--- src/tmf_pkg.sv ---
// Package for the trimmed-mean sample filter: item structs, widths and
// the command/status structs between controller and datapath.
// No dependencies.
package tmf_pkg;

  // Field widths
  localparam int SAMPLE_BITS   = 12;
  localparam int FRACTION_BITS = 8;
  localparam int CHAN_W        = 2;
  localparam int WC_W          = 8;
  localparam int SUM_W         = 20;
  localparam int AVG_W         = 20;
  localparam int CNT_W         = 8;

  // Window count limits
  localparam logic [WC_W-1:0] WC_RESET = WC_W'(8);
  localparam logic [WC_W-1:0] WC_LIMIT = WC_W'(253);
  localparam int              EXTRA_SAMPLES = 2;

  // Divider: radix-16 restoring, four quotient bits per cycle
  localparam int DIV_DIGITS   = 4;
  localparam int DIVIDEND_W   = SUM_W + FRACTION_BITS;
  localparam int DIV_ITER     = (DIVIDEND_W + DIV_DIGITS - 1) / DIV_DIGITS;
  localparam int DIV_PAD_W    = DIV_ITER * DIV_DIGITS;
  localparam int DIV_CNT_W    = (DIV_ITER > 1) ? $clog2(DIV_ITER) : 1;

  localparam logic [AVG_W-1:0] AVG_MAX = {AVG_W{1'b1}};

  typedef struct packed {
    logic [SAMPLE_BITS-1:0] sample;
    logic [CHAN_W-1:0]      channel;
  } sample_item_t;

  typedef struct packed {
    logic [AVG_W-1:0]  average;
    logic [CHAN_W-1:0] result_channel;
  } result_item_t;

  // Controller -> datapath
  typedef struct packed {
    logic accum;      // take sample into window
    logic load_pass;  // load pass-through result, clear window
    logic trim;       // form dividend, clear window
    logic div_step;   // one divider iteration
  } tmf_cmd_t;

  // Datapath -> controller
  typedef struct packed {
    logic pass;       // window count selects pass-through
    logic last;       // next sample closes the window
    logic div_end;    // divider on its final iteration
  } tmf_sts_t;

endpackage

--- src/tmf_ctrl.sv ---
// Controller for the trimmed-mean sample filter: handshakes and sequencing.
// Depends on tmf_pkg.
module tmf_ctrl (
  input  logic              clk,
  input  logic              rst,
  input  logic              smp_valid,
  output logic              smp_ready,
  output logic              res_valid,
  input  logic              res_ready,
  input  tmf_pkg::tmf_sts_t sts,
  output tmf_pkg::tmf_cmd_t cmd
);

  localparam logic [1:0] ST_IDLE = 2'd0;
  localparam logic [1:0] ST_TRIM = 2'd1;
  localparam logic [1:0] ST_DIV  = 2'd2;

  logic [1:0] state;
  logic [1:0] state_next;
  logic       res_valid_next;
  logic       take;
  logic       makes_result;

  // An item that yields a result needs the output register free
  assign makes_result = sts.pass || sts.last;
  assign smp_ready    = (state == ST_IDLE) && (!res_valid || !makes_result);
  assign take         = smp_valid && smp_ready;

  // Commands and next state
  always_comb begin
    cmd            = '0;
    state_next     = state;
    res_valid_next = res_valid && !res_ready;
    case (state)
      ST_IDLE: begin
        if (take) begin
          if (sts.pass) begin
            cmd.load_pass  = 1'b1;
            res_valid_next = 1'b1;
          end else begin
            cmd.accum = 1'b1;
            if (sts.last) state_next = ST_TRIM;
          end
        end
      end
      ST_TRIM: begin
        cmd.trim   = 1'b1;
        state_next = ST_DIV;
      end
      ST_DIV: begin
        cmd.div_step = 1'b1;
        if (sts.div_end) begin
          res_valid_next = 1'b1;
          state_next     = ST_IDLE;
        end
      end
      default: state_next = ST_IDLE;
    endcase
  end

  always_ff @(posedge clk) begin
    if (rst) begin
      state     <= ST_IDLE;
      res_valid <= 1'b0;
    end else begin
      state     <= state_next;
      res_valid <= res_valid_next;
    end
  end

endmodule

--- src/tmf_dpath.sv ---
// Datapath for the trimmed-mean sample filter: window count register,
// window accumulators, iterative divider and the result register.
// Depends on tmf_pkg.
module tmf_dpath (
  input  logic                        clk,
  input  logic                        rst,
  input  logic                        cfg_valid,
  input  logic [tmf_pkg::WC_W-1:0]    cfg_window_count,
  input  tmf_pkg::sample_item_t       smp_item,
  input  tmf_pkg::tmf_cmd_t           cmd,
  output tmf_pkg::tmf_sts_t           sts,
  output tmf_pkg::result_item_t       res_item
);

  localparam int PASS_W = tmf_pkg::SAMPLE_BITS + tmf_pkg::FRACTION_BITS;
  localparam int TRIM_W = tmf_pkg::SUM_W + 1;

  logic [tmf_pkg::WC_W-1:0]        window_count;
  logic [tmf_pkg::WC_W-1:0]        n_eff;
  logic [tmf_pkg::CNT_W-1:0]       samples_seen;
  logic [tmf_pkg::SUM_W-1:0]       running_sum;
  logic [tmf_pkg::SAMPLE_BITS-1:0] running_max;
  logic [tmf_pkg::SAMPLE_BITS-1:0] running_min;
  logic [tmf_pkg::CHAN_W-1:0]      last_chan;

  logic [tmf_pkg::WC_W-1:0]        divisor;
  logic [tmf_pkg::WC_W-1:0]        rem;
  logic [tmf_pkg::WC_W-1:0]        rem_next;
  logic [tmf_pkg::DIV_PAD_W-1:0]   quot;
  logic [tmf_pkg::DIV_PAD_W-1:0]   quot_next;
  logic [tmf_pkg::DIV_CNT_W-1:0]   div_cnt;

  logic [TRIM_W-1:0]               extremes;
  logic [TRIM_W-1:0]               trimmed;
  logic [PASS_W-1:0]               pass_val;
  logic [tmf_pkg::AVG_W-1:0]       pass_avg;
  logic [tmf_pkg::AVG_W-1:0]       div_avg;
  logic [tmf_pkg::SAMPLE_BITS-1:0] s;

  assign s = smp_item.sample;

  // Window count register; values above the limit act as the limit
  always_ff @(posedge clk) begin
    if (rst) begin
      window_count <= tmf_pkg::WC_RESET;
    end else if (cfg_valid) begin
      window_count <= cfg_window_count;
    end
  end

  assign n_eff    = (window_count > tmf_pkg::WC_LIMIT) ? tmf_pkg::WC_LIMIT : window_count;
  assign sts.pass = (n_eff <= tmf_pkg::WC_W'(1));
  assign sts.last = ({1'b0, samples_seen} + 9'd1)
                    >= ({1'b0, n_eff} + 9'(tmf_pkg::EXTRA_SAMPLES));
  assign sts.div_end = (div_cnt == tmf_pkg::DIV_CNT_W'(tmf_pkg::DIV_ITER - 1));

  // Window accumulators; the first sample loads both extremes
  always_ff @(posedge clk) begin
    if (rst || cmd.load_pass || cmd.trim) begin
      samples_seen <= '0;
      running_sum  <= '0;
      running_max  <= '0;
      running_min  <= '0;
    end else if (cmd.accum) begin
      samples_seen <= samples_seen + tmf_pkg::CNT_W'(1);
      running_sum  <= running_sum + tmf_pkg::SUM_W'(s);
      if (samples_seen == '0) begin
        running_max <= s;
        running_min <= s;
      end else begin
        if (s > running_max) running_max <= s;
        if (s < running_min) running_min <= s;
      end
    end
  end

  always_ff @(posedge clk) begin
    if (cmd.accum) last_chan <= smp_item.channel;
  end

  // Sum less both extremes, floored at zero
  assign extremes = TRIM_W'(running_max) + TRIM_W'(running_min);
  assign trimmed  = ({1'b0, running_sum} >= extremes) ? ({1'b0, running_sum} - extremes) : '0;

  // Divider iteration: DIV_DIGITS restoring steps, MSB first
  always_comb begin
    logic [tmf_pkg::WC_W:0]        t;
    logic [tmf_pkg::WC_W-1:0]      r;
    logic [tmf_pkg::DIV_PAD_W-1:0] q;
    r = rem;
    q = quot;
    t = '0;
    for (int i = 0; i < tmf_pkg::DIV_DIGITS; i++) begin
      t = {r, q[tmf_pkg::DIV_PAD_W-1]};
      q = {q[tmf_pkg::DIV_PAD_W-2:0], 1'b0};
      if (t >= {1'b0, divisor}) begin
        t    = t - {1'b0, divisor};
        q[0] = 1'b1;
      end
      r = t[tmf_pkg::WC_W-1:0];
    end
    rem_next  = r;
    quot_next = q;
  end

  always_ff @(posedge clk) begin
    if (rst) begin
      div_cnt <= '0;
    end else if (cmd.trim) begin
      div_cnt <= '0;
    end else if (cmd.div_step) begin
      div_cnt <= div_cnt + tmf_pkg::DIV_CNT_W'(1);
    end
  end

  always_ff @(posedge clk) begin
    if (cmd.trim) begin
      divisor <= n_eff;
      rem     <= '0;
      quot    <= tmf_pkg::DIV_PAD_W'(
                   tmf_pkg::DIVIDEND_W'(trimmed[tmf_pkg::SUM_W-1:0]) << tmf_pkg::FRACTION_BITS);
    end else if (cmd.div_step) begin
      rem  <= rem_next;
      quot <= quot_next;
    end
  end

  // Saturate to the result width
  assign pass_val = PASS_W'(s) << tmf_pkg::FRACTION_BITS;
  assign pass_avg = ({tmf_pkg::AVG_W'(0), pass_val} > {PASS_W'(0), tmf_pkg::AVG_MAX})
                    ? tmf_pkg::AVG_MAX : tmf_pkg::AVG_W'(pass_val);
  assign div_avg  = ({tmf_pkg::AVG_W'(0), quot_next}
                     > {tmf_pkg::DIV_PAD_W'(0), tmf_pkg::AVG_MAX})
                    ? tmf_pkg::AVG_MAX : tmf_pkg::AVG_W'(quot_next);

  // Result register
  always_ff @(posedge clk) begin
    if (cmd.load_pass) begin
      res_item.average        <= pass_avg;
      res_item.result_channel <= smp_item.channel;
    end else if (cmd.div_step && sts.div_end) begin
      res_item.average        <= div_avg;
      res_item.result_channel <= last_chan;
    end
  end

endmodule

--- src/trimmed_mean_sample_filter_unit.sv ---
// Top level of the trimmed-mean sample filter: controller plus datapath.
// Depends on tmf_pkg, tmf_ctrl, tmf_dpath.
//
//  channel  signals                              carries
//  cfg      cfg_valid / cfg_ready                cfg_window_count (N)
//  sample   smp_valid / smp_ready                smp_item (sample, channel)
//  result   res_valid / res_ready                res_item (average, result_channel)
//
// A sample inside a window is accumulated as it is taken; a pass-through
// sample loads the result register as it is taken. The sample that closes a
// window sends the controller to ST_TRIM to form the dividend, then to ST_DIV,
// where the radix-16 divider retires four quotient bits per cycle. Synchronous
// reset sets N to 8 and empties the window. A waiting result stalls only items
// that would make another result; cfg_ready is always high.
module trimmed_mean_sample_filter_unit (
  input  logic                     clk,
  input  logic                     rst,
  input  logic                     cfg_valid,
  output logic                     cfg_ready,
  input  logic [tmf_pkg::WC_W-1:0] cfg_window_count,
  input  logic                     smp_valid,
  output logic                     smp_ready,
  input  tmf_pkg::sample_item_t    smp_item,
  output logic                     res_valid,
  input  logic                     res_ready,
  output tmf_pkg::result_item_t    res_item
);

  tmf_pkg::tmf_cmd_t cmd;
  tmf_pkg::tmf_sts_t sts;

  assign cfg_ready = 1'b1;

  tmf_ctrl u_ctrl (
    .clk       (clk),
    .rst       (rst),
    .smp_valid (smp_valid),
    .smp_ready (smp_ready),
    .res_valid (res_valid),
    .res_ready (res_ready),
    .sts       (sts),
    .cmd       (cmd)
  );

  tmf_dpath u_dpath (
    .clk              (clk),
    .rst              (rst),
    .cfg_valid        (cfg_valid),
    .cfg_window_count (cfg_window_count),
    .smp_item         (smp_item),
    .cmd              (cmd),
    .sts              (sts),
    .res_item         (res_item)
  );

`ifndef NO_ASSERTIONS
  // A pass-through item shows its result on the next cycle
  a_pass_result: assert property (@(posedge clk) disable iff (rst)
    (smp_valid && smp_ready && sts.pass) |=> res_valid)
    else $error("pass-through item gave no result");

  // The item that closes a window blocks intake once taken, as the controller enters ST_TRIM
  a_close_blocks: assert property (@(posedge clk) disable iff (rst)
    (smp_valid && smp_ready && !sts.pass && sts.last) |=> !smp_ready)
    else $error("intake open after window close");

  // The result register is never loaded over an untaken result
  a_no_overwrite: assert property (@(posedge clk) disable iff (rst)
    (cmd.load_pass || (cmd.div_step && sts.div_end)) |-> !res_valid)
    else $error("result overwritten");
`endif

endmodule
--- config.mk ---
export PLATFORM = sky130hd
export DESIGN_NAME = trimmed_mean_sample_filter_unit
export DESIGN_NICKNAME = d
export VERILOG_FILES = /design/src/tmf_pkg.sv /design/src/tmf_ctrl.sv /design/src/tmf_dpath.sv /design/src/trimmed_mean_sample_filter_unit.sv
export SDC_FILE = /design/constraint.sdc
export NUM_CORES = 1
export LEC_CHECK = 0
export BUFFER_PORTS_ARGS = -buffer_cell sky130_fd_sc_hd__buf_2
export CAP_MARGIN = 20
export CORE_MARGIN = 1
export CORE_UTILIZATION = 55
export CTS_CLUSTER_SIZE = 10
export DETAILED_ROUTE_END_ITERATION = 6
export GPL_TIMING_DRIVEN = 0
export HOLD_SLACK_MARGIN = 0.06
export MAX_ROUTING_LAYER = met4
export PLACE_DENSITY = 0.69
export SYNTH_ARGS = -nofsm -noshare
export SYNTH_HDL_FRONTEND = slang
export SYNTH_SLANG_ARGS = --single-unit
--- constraint.sdc ---
create_clock -name clk -period 10.1 [get_ports clk]
set_clock_uncertainty 0.15 [all_clocks]
set_input_delay 2.02 -clock clk [delete_from_list [all_inputs] [get_ports clk]]
set_output_delay 2.02 -clock clk [all_outputs]
set_load 0.03 [all_outputs]
==> impl_metrics.env, run 1 <==
export IMPL_outcome="finished clean"
export IMPL_cts_root_to_sink_buffers=2
export IMPL_cts_reportedPaths_clkPinSlew_ps=60
export IMPL_synth_edf_count=44
export IMPL_drt_first_pass_iters=5
export IMPL_boundaryPins=52
export IMPL_power_density_mw_per_mm2=325
export IMPL_cts_post_setup_buffers_inserted=0
export IMPL_post_cts_resized_instances=0
export IMPL_ctsRootBufferMaster="sky130_fd_sc_hd__clkbuf_16"
export IMPL_die_area_mm2=0.0183
export IMPL_grt_pass1_vias=7817
export IMPL_place_area_mm2=0.0103
export IMPL_ir_worst_vdd_mv=0.289
export IMPL_worst_slew_margin_rel_pct=18.1
export IMPL_synth_yosys_warnings=0
export IMPL_wirelength_um=25500
export IMPL_final_period_utilization_pct=90.7
export IMPL_yosys_most_used_dff="sky130_fd_sc_hd__dfxtp_1"
export IMPL_worstPathArrival_ps=9330
export IMPL_htree_num_levels=4
export IMPL_maximum_capacitance_violations=0
export IMPL_largest_net_degree_at_the_start_of_global_routing=21
export IMPL_synth_avg_cell_area_um2=8.63
export IMPL_number_of_input_and_output_port_buffers_inserted=49
export IMPL_syn_area_mm2=0.00975
export IMPL_grt_first_pass_wirelength_um=40900
export IMPL_crit_required_ps=10260
export IMPL_chip_height_um=135
export IMPL_detailedRoute_firstIterationViolations=660
export IMPL_syn2layout_area_growth_pct=11.3
export IMPL_timing_setup_tns_ps=0
export IMPL_max_freq_ghz=0.109
export IMPL_number_of_buffers_inserted_by_hold_repair_at_cts=0
export IMPL_category_of_the_critical_setup_timing_path="reg -> reg"
export IMPL_cpMaxStageDelayCell="sky130_fd_sc_hd__edfxtp_1"
export IMPL_finalSetupViolCount=0
export IMPL_netlist_cell_type_count=74
export IMPL_asyncSetResetFlopFracSynth_pct=0
export IMPL_vias_per_cell=5.90
export IMPL_worst_hold_path_type="reg -> reg"
export IMPL_synth_cells=1130
export IMPL_placeableCoreArea_mm2=0.0173
export IMPL_post_dp_hpwl_um=19600
export IMPL_clock_tree_from_tritoncts="built"
export IMPL_layout_drive_gt1_share_pct=9.56
export IMPL_period_needed_ps=9170
export IMPL_antenna_cells_inserted=0
export IMPL_wire_per_inst_um=17.8
export IMPL_critical_path_startpoint_type="flop"
export IMPL_drt_antenna_violating_nets=0
export IMPL_antenna_found_initial=0
export IMPL_stdcell_area_mm2=0.0109
export IMPL_crit_top_cell="sky130_fd_sc_hd__ha_1"
export IMPL_place_congestion=0.899
export IMPL_num_fill_cells=1563
export IMPL_critical_path_max_stage_delay_ps=480
export IMPL_worstSetupEndpointType="flop"
export IMPL_die_width_um=135
export IMPL_power_leakage_uw=0.00458
export IMPL_yosysSeqAreaShare_pct=32.0
export IMPL_floorplan_initialDensity_pct=56.4
export IMPL_hold_viol_final=0
export IMPL_final_nets=1343
export IMPL_timing_worst_slew_pin_value_ps=1230
export IMPL_clock_sink_count=134
export IMPL_worst_skew_pair_late_latency_ps=430
export IMPL_min_delay_start="u_dpath.running_sum[3]$_SDFFE_PP0P_"
export IMPL_grt_usage_pct=30.0
export IMPL_rr_startpoint="u_dpath.divisor[1]$_DFFE_PP_"
export IMPL_grt_setup_unrepaired="no"
export IMPL_synth_seq_cells=134
export IMPL_cts_inserted_buffers=17
export IMPL_critical_path_n_buffers_inverters=4
export IMPL_drc_errors=0
export IMPL_path_max_fanout=10
export IMPL_rows=48
export IMPL_routed_via_count=8490
export IMPL_grt_overflow=0
export IMPL_crit_start="u_dpath.divisor[1]$_DFFE_PP_"
export IMPL_final_max_slew_viol_count=0
export IMPL_critical_path_top_delay_family="compound AO/OA/AOI/OAI gates"
[worst paths after layout]
path | endpoint | slack [ps] | cells past startpoint
hold / removal | u_dpath.running_sum[3]$_SDFFE_PP0P_ | 340 | 2
hold reg to reg | u_dpath.running_sum[3]$_SDFFE_PP0P_ | 340 | 2
setup reg to reg | u_dpath.rem[2]$_SDFFE_PP0P_ | 930 | 35
setup / recovery | u_dpath.rem[2]$_SDFFE_PP0P_ | 930 | 35
[state kept, by name (all words and copies together), names as in the netlist]
name,flops
u_dpath.div_cnt,3
u_dpath.samples_seen,8
u_dpath.running_max,12
u_ctrl.res_valid,1
u_dpath.res_item,22
u_dpath.quot,28
u_dpath.running_min,12
u_dpath.running_sum,20
u_ctrl.state,2
u_dpath.window_count,8
u_dpath.divisor,8
u_dpath.rem,8
u_dpath.last_chan,2
[Yosys cell counts, drive strengths merged (5+ instances only)]
cell type / count / share of area (%)
a211oi: 16 / 1.3
a21o: 31 / 2.4
a21oi: 82 / 4.2
and3: 10 / 0.64
buf: 6 / 0.30
clkbuf: 40 / 1.5
dfxtp: 90 / 18
edfxtp: 44 / 14
fa: 7 / 1.4
ha: 109 / 14
inv: 74 / 2.8
mux2: 9 / 1.1
mux2i: 29 / 3.0
nand2: 86 / 3.4
nand2b: 12 / 0.77
nand3: 48 / 2.5
nand3b: 5 / 0.39
nand4: 10 / 0.64
nor2: 88 / 3.4
nor2b: 13 / 0.83
nor3: 27 / 1.4
nor4: 12 / 0.92
o211ai: 8 / 0.62
o21a: 14 / 1.1
o21ai: 90 / 4.7
o21bai: 10 / 0.77
o31ai: 15 / 1.2
o41ai: 5 / 0.45
or2: 6 / 0.39
or3: 7 / 0.45
or4: 11 / 0.89
xnor2: 38 / 3.4
xor2: 30 / 2.7
[cell families (layout without fill, tap and decap cells)]
logic type	count (synthesis)	after routing	share of synthesized area, %
adder cells (fa/ha/maj)	116	116	15.4
AND/OR/NAND/NOR	344	344	17.3
multiplexers	38	38	4.09
AO/OA/AOI/OAI	309	309	20.3
other	1	2	0.0385
flip-flops	134	134	32.0
buffers and inverters	120	202	4.69
XOR/XNOR	68	68	6.11
[stage by stage]
step	hold slack, ps	power (uW)	util, %	instances	setup WS, ps
after global routing	358	3770	62.7	1438	186
after CTS	340	3490	62.7	1438	1030
after floorplan	303	2400	-	1131	2550
after detailed placement	324	2860	59.5	1406	1060
final	343	3520	62.7	1438	935
after global placement	319	2820	59.4	1405	1080
[worst min-delay path, cell delays in order (launching register included)]
cell	delay, ps
sky130_fd_sc_hd__dfxtp_1	330
sky130_fd_sc_hd__nand2_1	60
sky130_fd_sc_hd__a21oi_1	50
[where the power goes]
part	internal (uW)	leakage [uW]	switching [uW]
clock	332	0.000281	273
combinational	924	0.00314	1350
sequential	604	0.00116	43.7
total	1860	0.00458	1660
[cells in the final DEF, fill, tap and decap left out, drive strengths merged, types with 12 or more instances in the layout]
cell / netlist / layout
a211oi: 16 / 16
a21o: 31 / 31
a21oi: 82 / 82
buf: 6 / 56
clkbuf: 40 / 58
dfxtp: 90 / 90
edfxtp: 44 / 44
ha: 109 / 109
inv: 74 / 84
mux2i: 29 / 29
nand2: 86 / 86
nand2b: 12 / 12
nand3: 48 / 48
nor2: 88 / 88
nor2b: 13 / 13
nor3: 27 / 27
nor4: 12 / 12
o21a: 14 / 14
o21ai: 90 / 90
o31ai: 15 / 15
xnor2: 38 / 38
xor2: 30 / 30
[layer usage]
metal  vias to the layer above  wire length (um)  global-route usage (%)
met2                       236             11000                    44.5
met1                      3974             12700                    42.4
met4                         0               433                    8.30
li1                       4248                 -                       -
met5                         -                 0                       -
met3                        32              1390                    4.13
[layout make-up]
type | count | area (um^2) | area share (%)
clock buffer | 18 | 439 | 4.05
sequential | 134 | 3120 | 28.8
multi-input combinational | 877 | 6170 | 56.9
tap | 225 | 282 | 2.59
buffer | 46 | 179 | 1.65
inverter | 74 | 278 | 2.56
clock inverter | 14 | 129 | 1.19
timing repair buffer | 50 | 253 | 2.33
(Power assumes the default switching activity.)
==> run 2: changes to the inputs <==
- CORE_ASPECT_RATIO: unset -> 1.2
- CORE_MARGIN: 1 -> unset
==> run 2 against run 1 <==
  * Sequential share of layout area is 0.17 points lower
  * First-iteration DRC count decreased by 26%
  * Fmax shrank 2.0%
  * Worst hold slack lost 6.4 ps
  * Critical path depth unchanged
  * Register-to-register slack worse by 190 ps
  * Combinational power fell by 2%
  * Sequential power is essentially flat
  * Via count fell by 0.95%
  * Flip-flop and latch count unchanged
  * Utilization is 1.1 points higher
==> impl_metrics.env, run 2 (same netlist as run 1, synthesis figures left out) <==
export IMPL_outcome="finished clean"
export IMPL_critical_path_max_stage_delay_ps=480
export IMPL_final_nets=1343
export IMPL_r2r_depth=35
export IMPL_critical_path_startpoint_type="flop"
export IMPL_maximum_capacitance_violations=0
export IMPL_drt_antenna_violating_nets=0
export IMPL_worst_slew_margin_rel_pct=35.9
export IMPL_finalSetupViolCount=0
export IMPL_largest_net_degree_at_the_start_of_global_routing=21
export IMPL_layout_drive_gt1_share_pct=9.56
export IMPL_cpMaxStageDelayCell="sky130_fd_sc_hd__clkbuf_1"
export IMPL_grt_pass1_vias=8136
export IMPL_drc_errors=0
export IMPL_category_of_the_critical_setup_timing_path="reg -> reg"
export IMPL_wirelength_um=24700
export IMPL_place_congestion=0.908
export IMPL_number_of_input_and_output_port_buffers_inserted=49
export IMPL_wire_per_inst_um=17.3
export IMPL_post_cts_resized_instances=0
export IMPL_hold_viol_final=0
export IMPL_power_density_mw_per_mm2=325
export IMPL_layout_top_registers="u_dpath.quot x28, u_dpath.res_item x22, u_dpath.running_sum x20"
export IMPL_rows=52
export IMPL_drt_first_pass_iters=7
export IMPL_clock_tree_from_tritoncts="built"
export IMPL_worst_skew_pair_late_latency_ps=420
export IMPL_clock_sink_count=134
export IMPL_num_fill_cells=1580
export IMPL_post_dp_hpwl_um=19500
export IMPL_worst_hold_path_type="reg -> reg"
export IMPL_largest_register="u_dpath.quot"
export IMPL_antenna_found_initial=0
export IMPL_power_leakage_uw=0.00462
export IMPL_layout_commonest_cell="sky130_fd_sc_hd__ha_1"
export IMPL_cp_endpoint="u_dpath.rem[2]$_SDFFE_PP0P_"
export IMPL_htree_num_levels=4
export IMPL_final_max_slew_viol_count=0
export IMPL_path_max_fanout=10
export IMPL_ctsRootBufferMaster="sky130_fd_sc_hd__clkbuf_16"
export IMPL_rr_startpoint="u_dpath.divisor[1]$_DFFE_PP_"
export IMPL_die_area_mm2=0.0183
export IMPL_grt_overflow=0
export IMPL_syn2layout_area_growth_pct=12.0
export IMPL_floorplan_initialDensity_pct=57.0
export IMPL_cts_inserted_buffers=17
export IMPL_timing_worst_slew_pin_value_ps=960
export IMPL_mostFrequentLayoutCells="sky130_fd_sc_hd__ha_1 (109), sky130_fd_sc_hd__dfxtp_1 (90), sky130_fd_sc_hd__nor2_1 (87), sky130_fd_sc_hd__nand2_1 (85), sky130_fd_sc_hd__o21ai_0 (85)"
export IMPL_die_width_um=124
export IMPL_chip_height_um=148
export IMPL_cts_reportedPaths_clkPinSlew_ps=70
export IMPL_largest_register_ffs=28
export IMPL_boundaryPins=52
export IMPL_timing_setup_tns_ps=0
export IMPL_vias_per_cell=5.88
export IMPL_crit_start="u_dpath.divisor[1]$_DFFE_PP_"
export IMPL_fin_worst_hold_slack_ps=336
export IMPL_grt_first_pass_wirelength_um=39800
export IMPL_max_freq_ghz=0.107
export IMPL_cts_post_setup_buffers_inserted=0
export IMPL_grt_usage_pct=29.2
export IMPL_final_period_utilization_pct=92.6
export IMPL_crit_top_cell="sky130_fd_sc_hd__ha_1"
export IMPL_detailedRoute_firstIterationViolations=490
export IMPL_crit_required_ps=10270
export IMPL_period_needed_ps=9360
export IMPL_number_of_buffers_inserted_by_hold_repair_at_cts=0
export IMPL_routed_via_count=8409
export IMPL_worst_r2r_setup_slack_ps=740
export IMPL_ir_worst_vdd_mv=0.296
export IMPL_cts_root_to_sink_buffers=2
export IMPL_worstPathArrival_ps=9520
export IMPL_worstSetupEndpointType="flop"
export IMPL_placeableCoreArea_mm2=0.0171
export IMPL_worst_r2r_endpoint="u_dpath.rem[2]$_SDFFE_PP0P_"
export IMPL_grt_setup_unrepaired="no"
export IMPL_antenna_cells_inserted=0
export IMPL_timing_hold_worst_path_depth=2
==> run 2: final cells by class <==
class | count | area (um^2) | share of cell area [%]
Clock inverter | 14 | 193 | 1.77
Multi-Input combinational cell | 877 | 6170 | 56.5
Buffer | 46 | 179 | 1.64
Inverter | 74 | 278 | 2.54
Clock buffer | 18 | 450 | 4.13
Tap cell | 216 | 270 | 2.48
Timing Repair Buffer | 50 | 253 | 2.32
Sequential cell | 134 | 3120 | 28.6
==> run 2: worst max-delay path, delay by kind of cell (launching register included) <==
kind            cells  cell delay (ps)
compound gates     17             4230
fa+ha+maj           4             1280
buf+inv             4             1030
flops               1              470
mux                 1              480
simple gates        9             1640
==> run 2: worst min-delay path by stage <==
stage,startpoint,end,slack (ps)
final,u_dpath.running_sum[7]$_SDFFE_PP0P_,u_dpath.running_sum[7]$_SDFFE_PP0P_,340
after detailed placement,u_dpath.running_sum[7]$_SDFFE_PP0P_,u_dpath.running_sum[7]$_SDFFE_PP0P_,330
after global placement,u_dpath.running_sum[7]$_SDFFE_PP0P_,u_dpath.running_sum[7]$_SDFFE_PP0P_,320
after floorplan,u_dpath.running_sum[6]$_SDFFE_PP0P_,u_dpath.running_sum[6]$_SDFFE_PP0P_,300
after CTS,u_dpath.running_sum[7]$_SDFFE_PP0P_,u_dpath.running_sum[7]$_SDFFE_PP0P_,330
after global routing,u_dpath.running_sum[8]$_SDFFE_PP0P_,u_dpath.running_sum[8]$_SDFFE_PP0P_,360
==> run 2: per-stage QoR <==
stage / util, % / cells / total power [uW] / area (um^2) / setup WS, ps
4_1_cts: 63.8 / 1428 / 3550 / 10900 / 723
5_1_grt: 63.8 / 1429 / 3820 / 10900 / 50.4
3_5_place_dp: 60.0 / 1396 / 2870 / 10300 / 742
2_1_floorplan: - / 1131 / 2400 / 9750 / 2550
6_report: 63.8 / 1429 / 3550 / 10900 / 744
3_3_place_gp: 60.0 / 1396 / 2840 / 10300 / 799
==> run 2: metal layers <==
layer	vias up	global-route usage [%]	wire, um
met2	151	50.1	12400
met5	-	-	0
met3	39	4.17	787
met4	0	11.1	646
li1	4247	-	-
met1	3972	34.1	10800
==> run 2: where the power goes <==
group,internal [uW],switching (uW),total [uW]
Sequential,603,42.7,646
Clock,396,275,671
Combinational,921,1310,2230
==> run 3: changes to the inputs <==
- CORE_ASPECT_RATIO: 1.2 -> 0.8
- CTS_BUF_LIST: unset -> sky130_fd_sc_hd__clkbuf_16
==> run 3 against run 2 <==
  * Flip-flop and latch count did not move
  * First-iteration DRC count is 30% higher
  * Via count increased by 1.5%
  * Count of clock-buffer cells in the layout decreased by 1
  * Die area about the same
  * Sequential power up 1%
  * Power increased by 0.29%
  * Design area down 0.11%
==> impl_metrics.env, run 3 (same netlist as run 1, synthesis figures left out) <==
export IMPL_outcome="finished clean"
export IMPL_cts_root_to_sink_buffers=2
export IMPL_grt_setup_unrepaired="no"
export IMPL_floorplan_initialDensity_pct=56.3
export IMPL_num_fill_cells=1518
export IMPL_cts_reportedPaths_clkPinSlew_ps=60
export IMPL_r2r_depth=35
export IMPL_critical_path_top_delay_family="compound AO/OA/AOI/OAI gates"
export IMPL_layout_drive_gt1_share_pct=9.23
export IMPL_maximum_capacitance_violations=0
export IMPL_path_max_fanout=10
export IMPL_finalSetupViolCount=0
export IMPL_crit_required_ps=10270
export IMPL_min_delay_start="u_dpath.running_sum[3]$_SDFFE_PP0P_"
export IMPL_grt_overflow=0
export IMPL_critical_path_startpoint_type="flop"
export IMPL_place_congestion=0.915
export IMPL_cpMaxStageDelayCell="sky130_fd_sc_hd__edfxtp_1"
export IMPL_placeableCoreArea_mm2=0.0173
export IMPL_largest_register_ffs=28
export IMPL_htree_num_levels=4
export IMPL_wire_per_inst_um=18.1
export IMPL_period_needed_ps=9350
export IMPL_worstSetupEndpointType="flop"
export IMPL_number_of_input_and_output_port_buffers_inserted=49
export IMPL_max_freq_ghz=0.107
export IMPL_category_of_the_critical_setup_timing_path="reg -> reg"
export IMPL_critical_path_n_buffers_inverters=4
export IMPL_antenna_found_initial=0
export IMPL_cts_inserted_buffers=17
export IMPL_die_area_mm2=0.0183
export IMPL_multi_input_area_mm2=0.00617
export IMPL_post_layout_nonfiller_instances=1439
export IMPL_die_width_um=151
export IMPL_timing_setup_tns_ps=0
export IMPL_stdcell_area_mm2=0.0109
export IMPL_final_max_slew_viol_count=0
export IMPL_final_nets=1343
export IMPL_crit_top_cell="sky130_fd_sc_hd__ha_1"
export IMPL_syn2layout_area_growth_pct=11.9
export IMPL_worst_skew_pair_late_latency_ps=430
export IMPL_rr_startpoint="u_dpath.divisor[1]$_DFFE_PP_"
export IMPL_rows=43
export IMPL_mostFrequentLayoutCells="sky130_fd_sc_hd__ha_1 (109), sky130_fd_sc_hd__dfxtp_1 (90), sky130_fd_sc_hd__nor2_1 (87), sky130_fd_sc_hd__nand2_1 (85), sky130_fd_sc_hd__o21ai_0 (85)"
export IMPL_register_area_mm2=0.00312
export IMPL_timing_worst_slew_pin_value_ps=1250
export IMPL_largest_register="u_dpath.quot"
export IMPL_ir_worst_vdd_mv=0.306
export IMPL_place_area_mm2=0.0103
export IMPL_cts_post_setup_buffers_inserted=0
export IMPL_worst_r2r_setup_slack_ps=750
export IMPL_ctsRootBufferMaster="sky130_fd_sc_hd__clkbuf_16"
export IMPL_detailedRoute_firstIterationViolations=635
export IMPL_layout_top_registers="u_dpath.quot x28, u_dpath.res_item x22, u_dpath.running_sum x20"
export IMPL_drc_errors=0
export IMPL_worst_slew_margin_rel_pct=16.8
export IMPL_grt_first_pass_wirelength_um=40800
export IMPL_power_density_mw_per_mm2=326
export IMPL_critical_path_max_stage_delay_ps=510
export IMPL_vias_per_cell=5.93
export IMPL_chip_height_um=121
export IMPL_drt_antenna_violating_nets=0
export IMPL_grt_usage_pct=30.4
export IMPL_boundaryPins=52
export IMPL_clock_tree_from_tritoncts="built"
export IMPL_routed_via_count=8535
export IMPL_grt_pass1_vias=7588
export IMPL_clock_sink_count=134
export IMPL_worstPathArrival_ps=9520
export IMPL_power_leakage_uw=0.00461
export IMPL_drt_first_pass_iters=7
export IMPL_hold_path_end="u_dpath.running_sum[3]$_SDFFE_PP0P_"
export IMPL_final_period_utilization_pct=92.6
export IMPL_hold_viol_final=0
export IMPL_post_dp_hpwl_um=20200
export IMPL_largest_net_degree_at_the_start_of_global_routing=21
export IMPL_fin_worst_hold_slack_ps=336
export IMPL_worst_hold_path_type="reg -> reg"
export IMPL_number_of_buffers_inserted_by_hold_repair_at_cts=0
export IMPL_layout_commonest_cell="sky130_fd_sc_hd__ha_1"
export IMPL_post_cts_resized_instances=0
export IMPL_worst_r2r_endpoint="u_dpath.rem[2]$_SDFFE_PP0P_"
export IMPL_wirelength_um=26000
export IMPL_place_detailed_instances=1406
export IMPL_timing_hold_worst_path_depth=2
==> run 3: changes by cell type in the layout (fill, tap and decap cells not counted), sizes merged <==
cell	before	now
clkinv	1	7
diode	0	1
bufinv	2	4
clkbuf	59	57
buf	55	56
clkinvlp	0	1
inv	85	77
==> run 3: area by class of cell <==
type | instances | area share [%]
clock buffers | 17 | 3.90
inverters | 74 | 2.55
flip-flops and latches | 134 | 28.6
well taps | 225 | 2.58
diodes | 1 | 0.0229
clock inverters | 15 | 1.76
repair buffers | 50 | 2.32
multi-input cells | 877 | 56.6
plain buffers | 46 | 1.64
==> run 3: worst max-delay path by stage <==
| stage | from | endpoint | slack (ps) | cells after the start |
|---|---|---|---|---|
| floorplan | u_dpath.divisor[1]$_DFFE_PP_ | u_dpath.rem[2]$_SDFFE_PP0P_ | 2550 | 35 |
| global placement | u_dpath.divisor[1]$_DFFE_PP_ | u_dpath.rem[2]$_SDFFE_PP0P_ | 1040 | 35 |
| detailed placement | u_dpath.divisor[1]$_DFFE_PP_ | u_dpath.rem[2]$_SDFFE_PP0P_ | 1000 | 35 |
| CTS | u_dpath.divisor[1]$_DFFE_PP_ | u_dpath.rem[2]$_SDFFE_PP0P_ | 950 | 35 |
| global route | u_dpath.divisor[1]$_DFFE_PP_ | u_dpath.rem[2]$_SDFFE_PP0P_ | 140 | 35 |
| finish | u_dpath.divisor[1]$_DFFE_PP_ | u_dpath.rem[2]$_SDFFE_PP0P_ | 750 | 35 |
==> run 3: per-stage QoR <==
step	setup slack, ps	total power [uW]	util (%)
final	749	3560	62.9
after detailed placement	1000	2870	59.4
after floorplan	2550	2400	-
after global routing	145	3820	62.9
after CTS	947	3530	62.9
after global placement	1040	2850	59.3
==> run 3: routing by layer <==
layer  global-route usage [%]  routed length [um]
met1                     46.8               13500
met2                     39.9               10200
met3                     5.98                2060
met4                     6.81                 308
met5                        -                   0
==> run 3: report_power, final <==
| part | total, uW | switching, uW | internal (uW) | leakage [uW] |
|---|---|---|---|---|
| combinational | 2250 | 1320 | 925 | 0.00314 |
| sequential | 654 | 49.7 | 604 | 0.00116 |
| clock | 656 | 245 | 410 | 0.000308 |
| total | 3560 | 1620 | 1940 | 0.00461 |
==> run 3: tightest hold or removal path, cell delays in order, from the launching register on <==
cell,delay [ps]
sky130_fd_sc_hd__dfxtp_1,330
sky130_fd_sc_hd__nand2_1,60
sky130_fd_sc_hd__a21oi_1,50
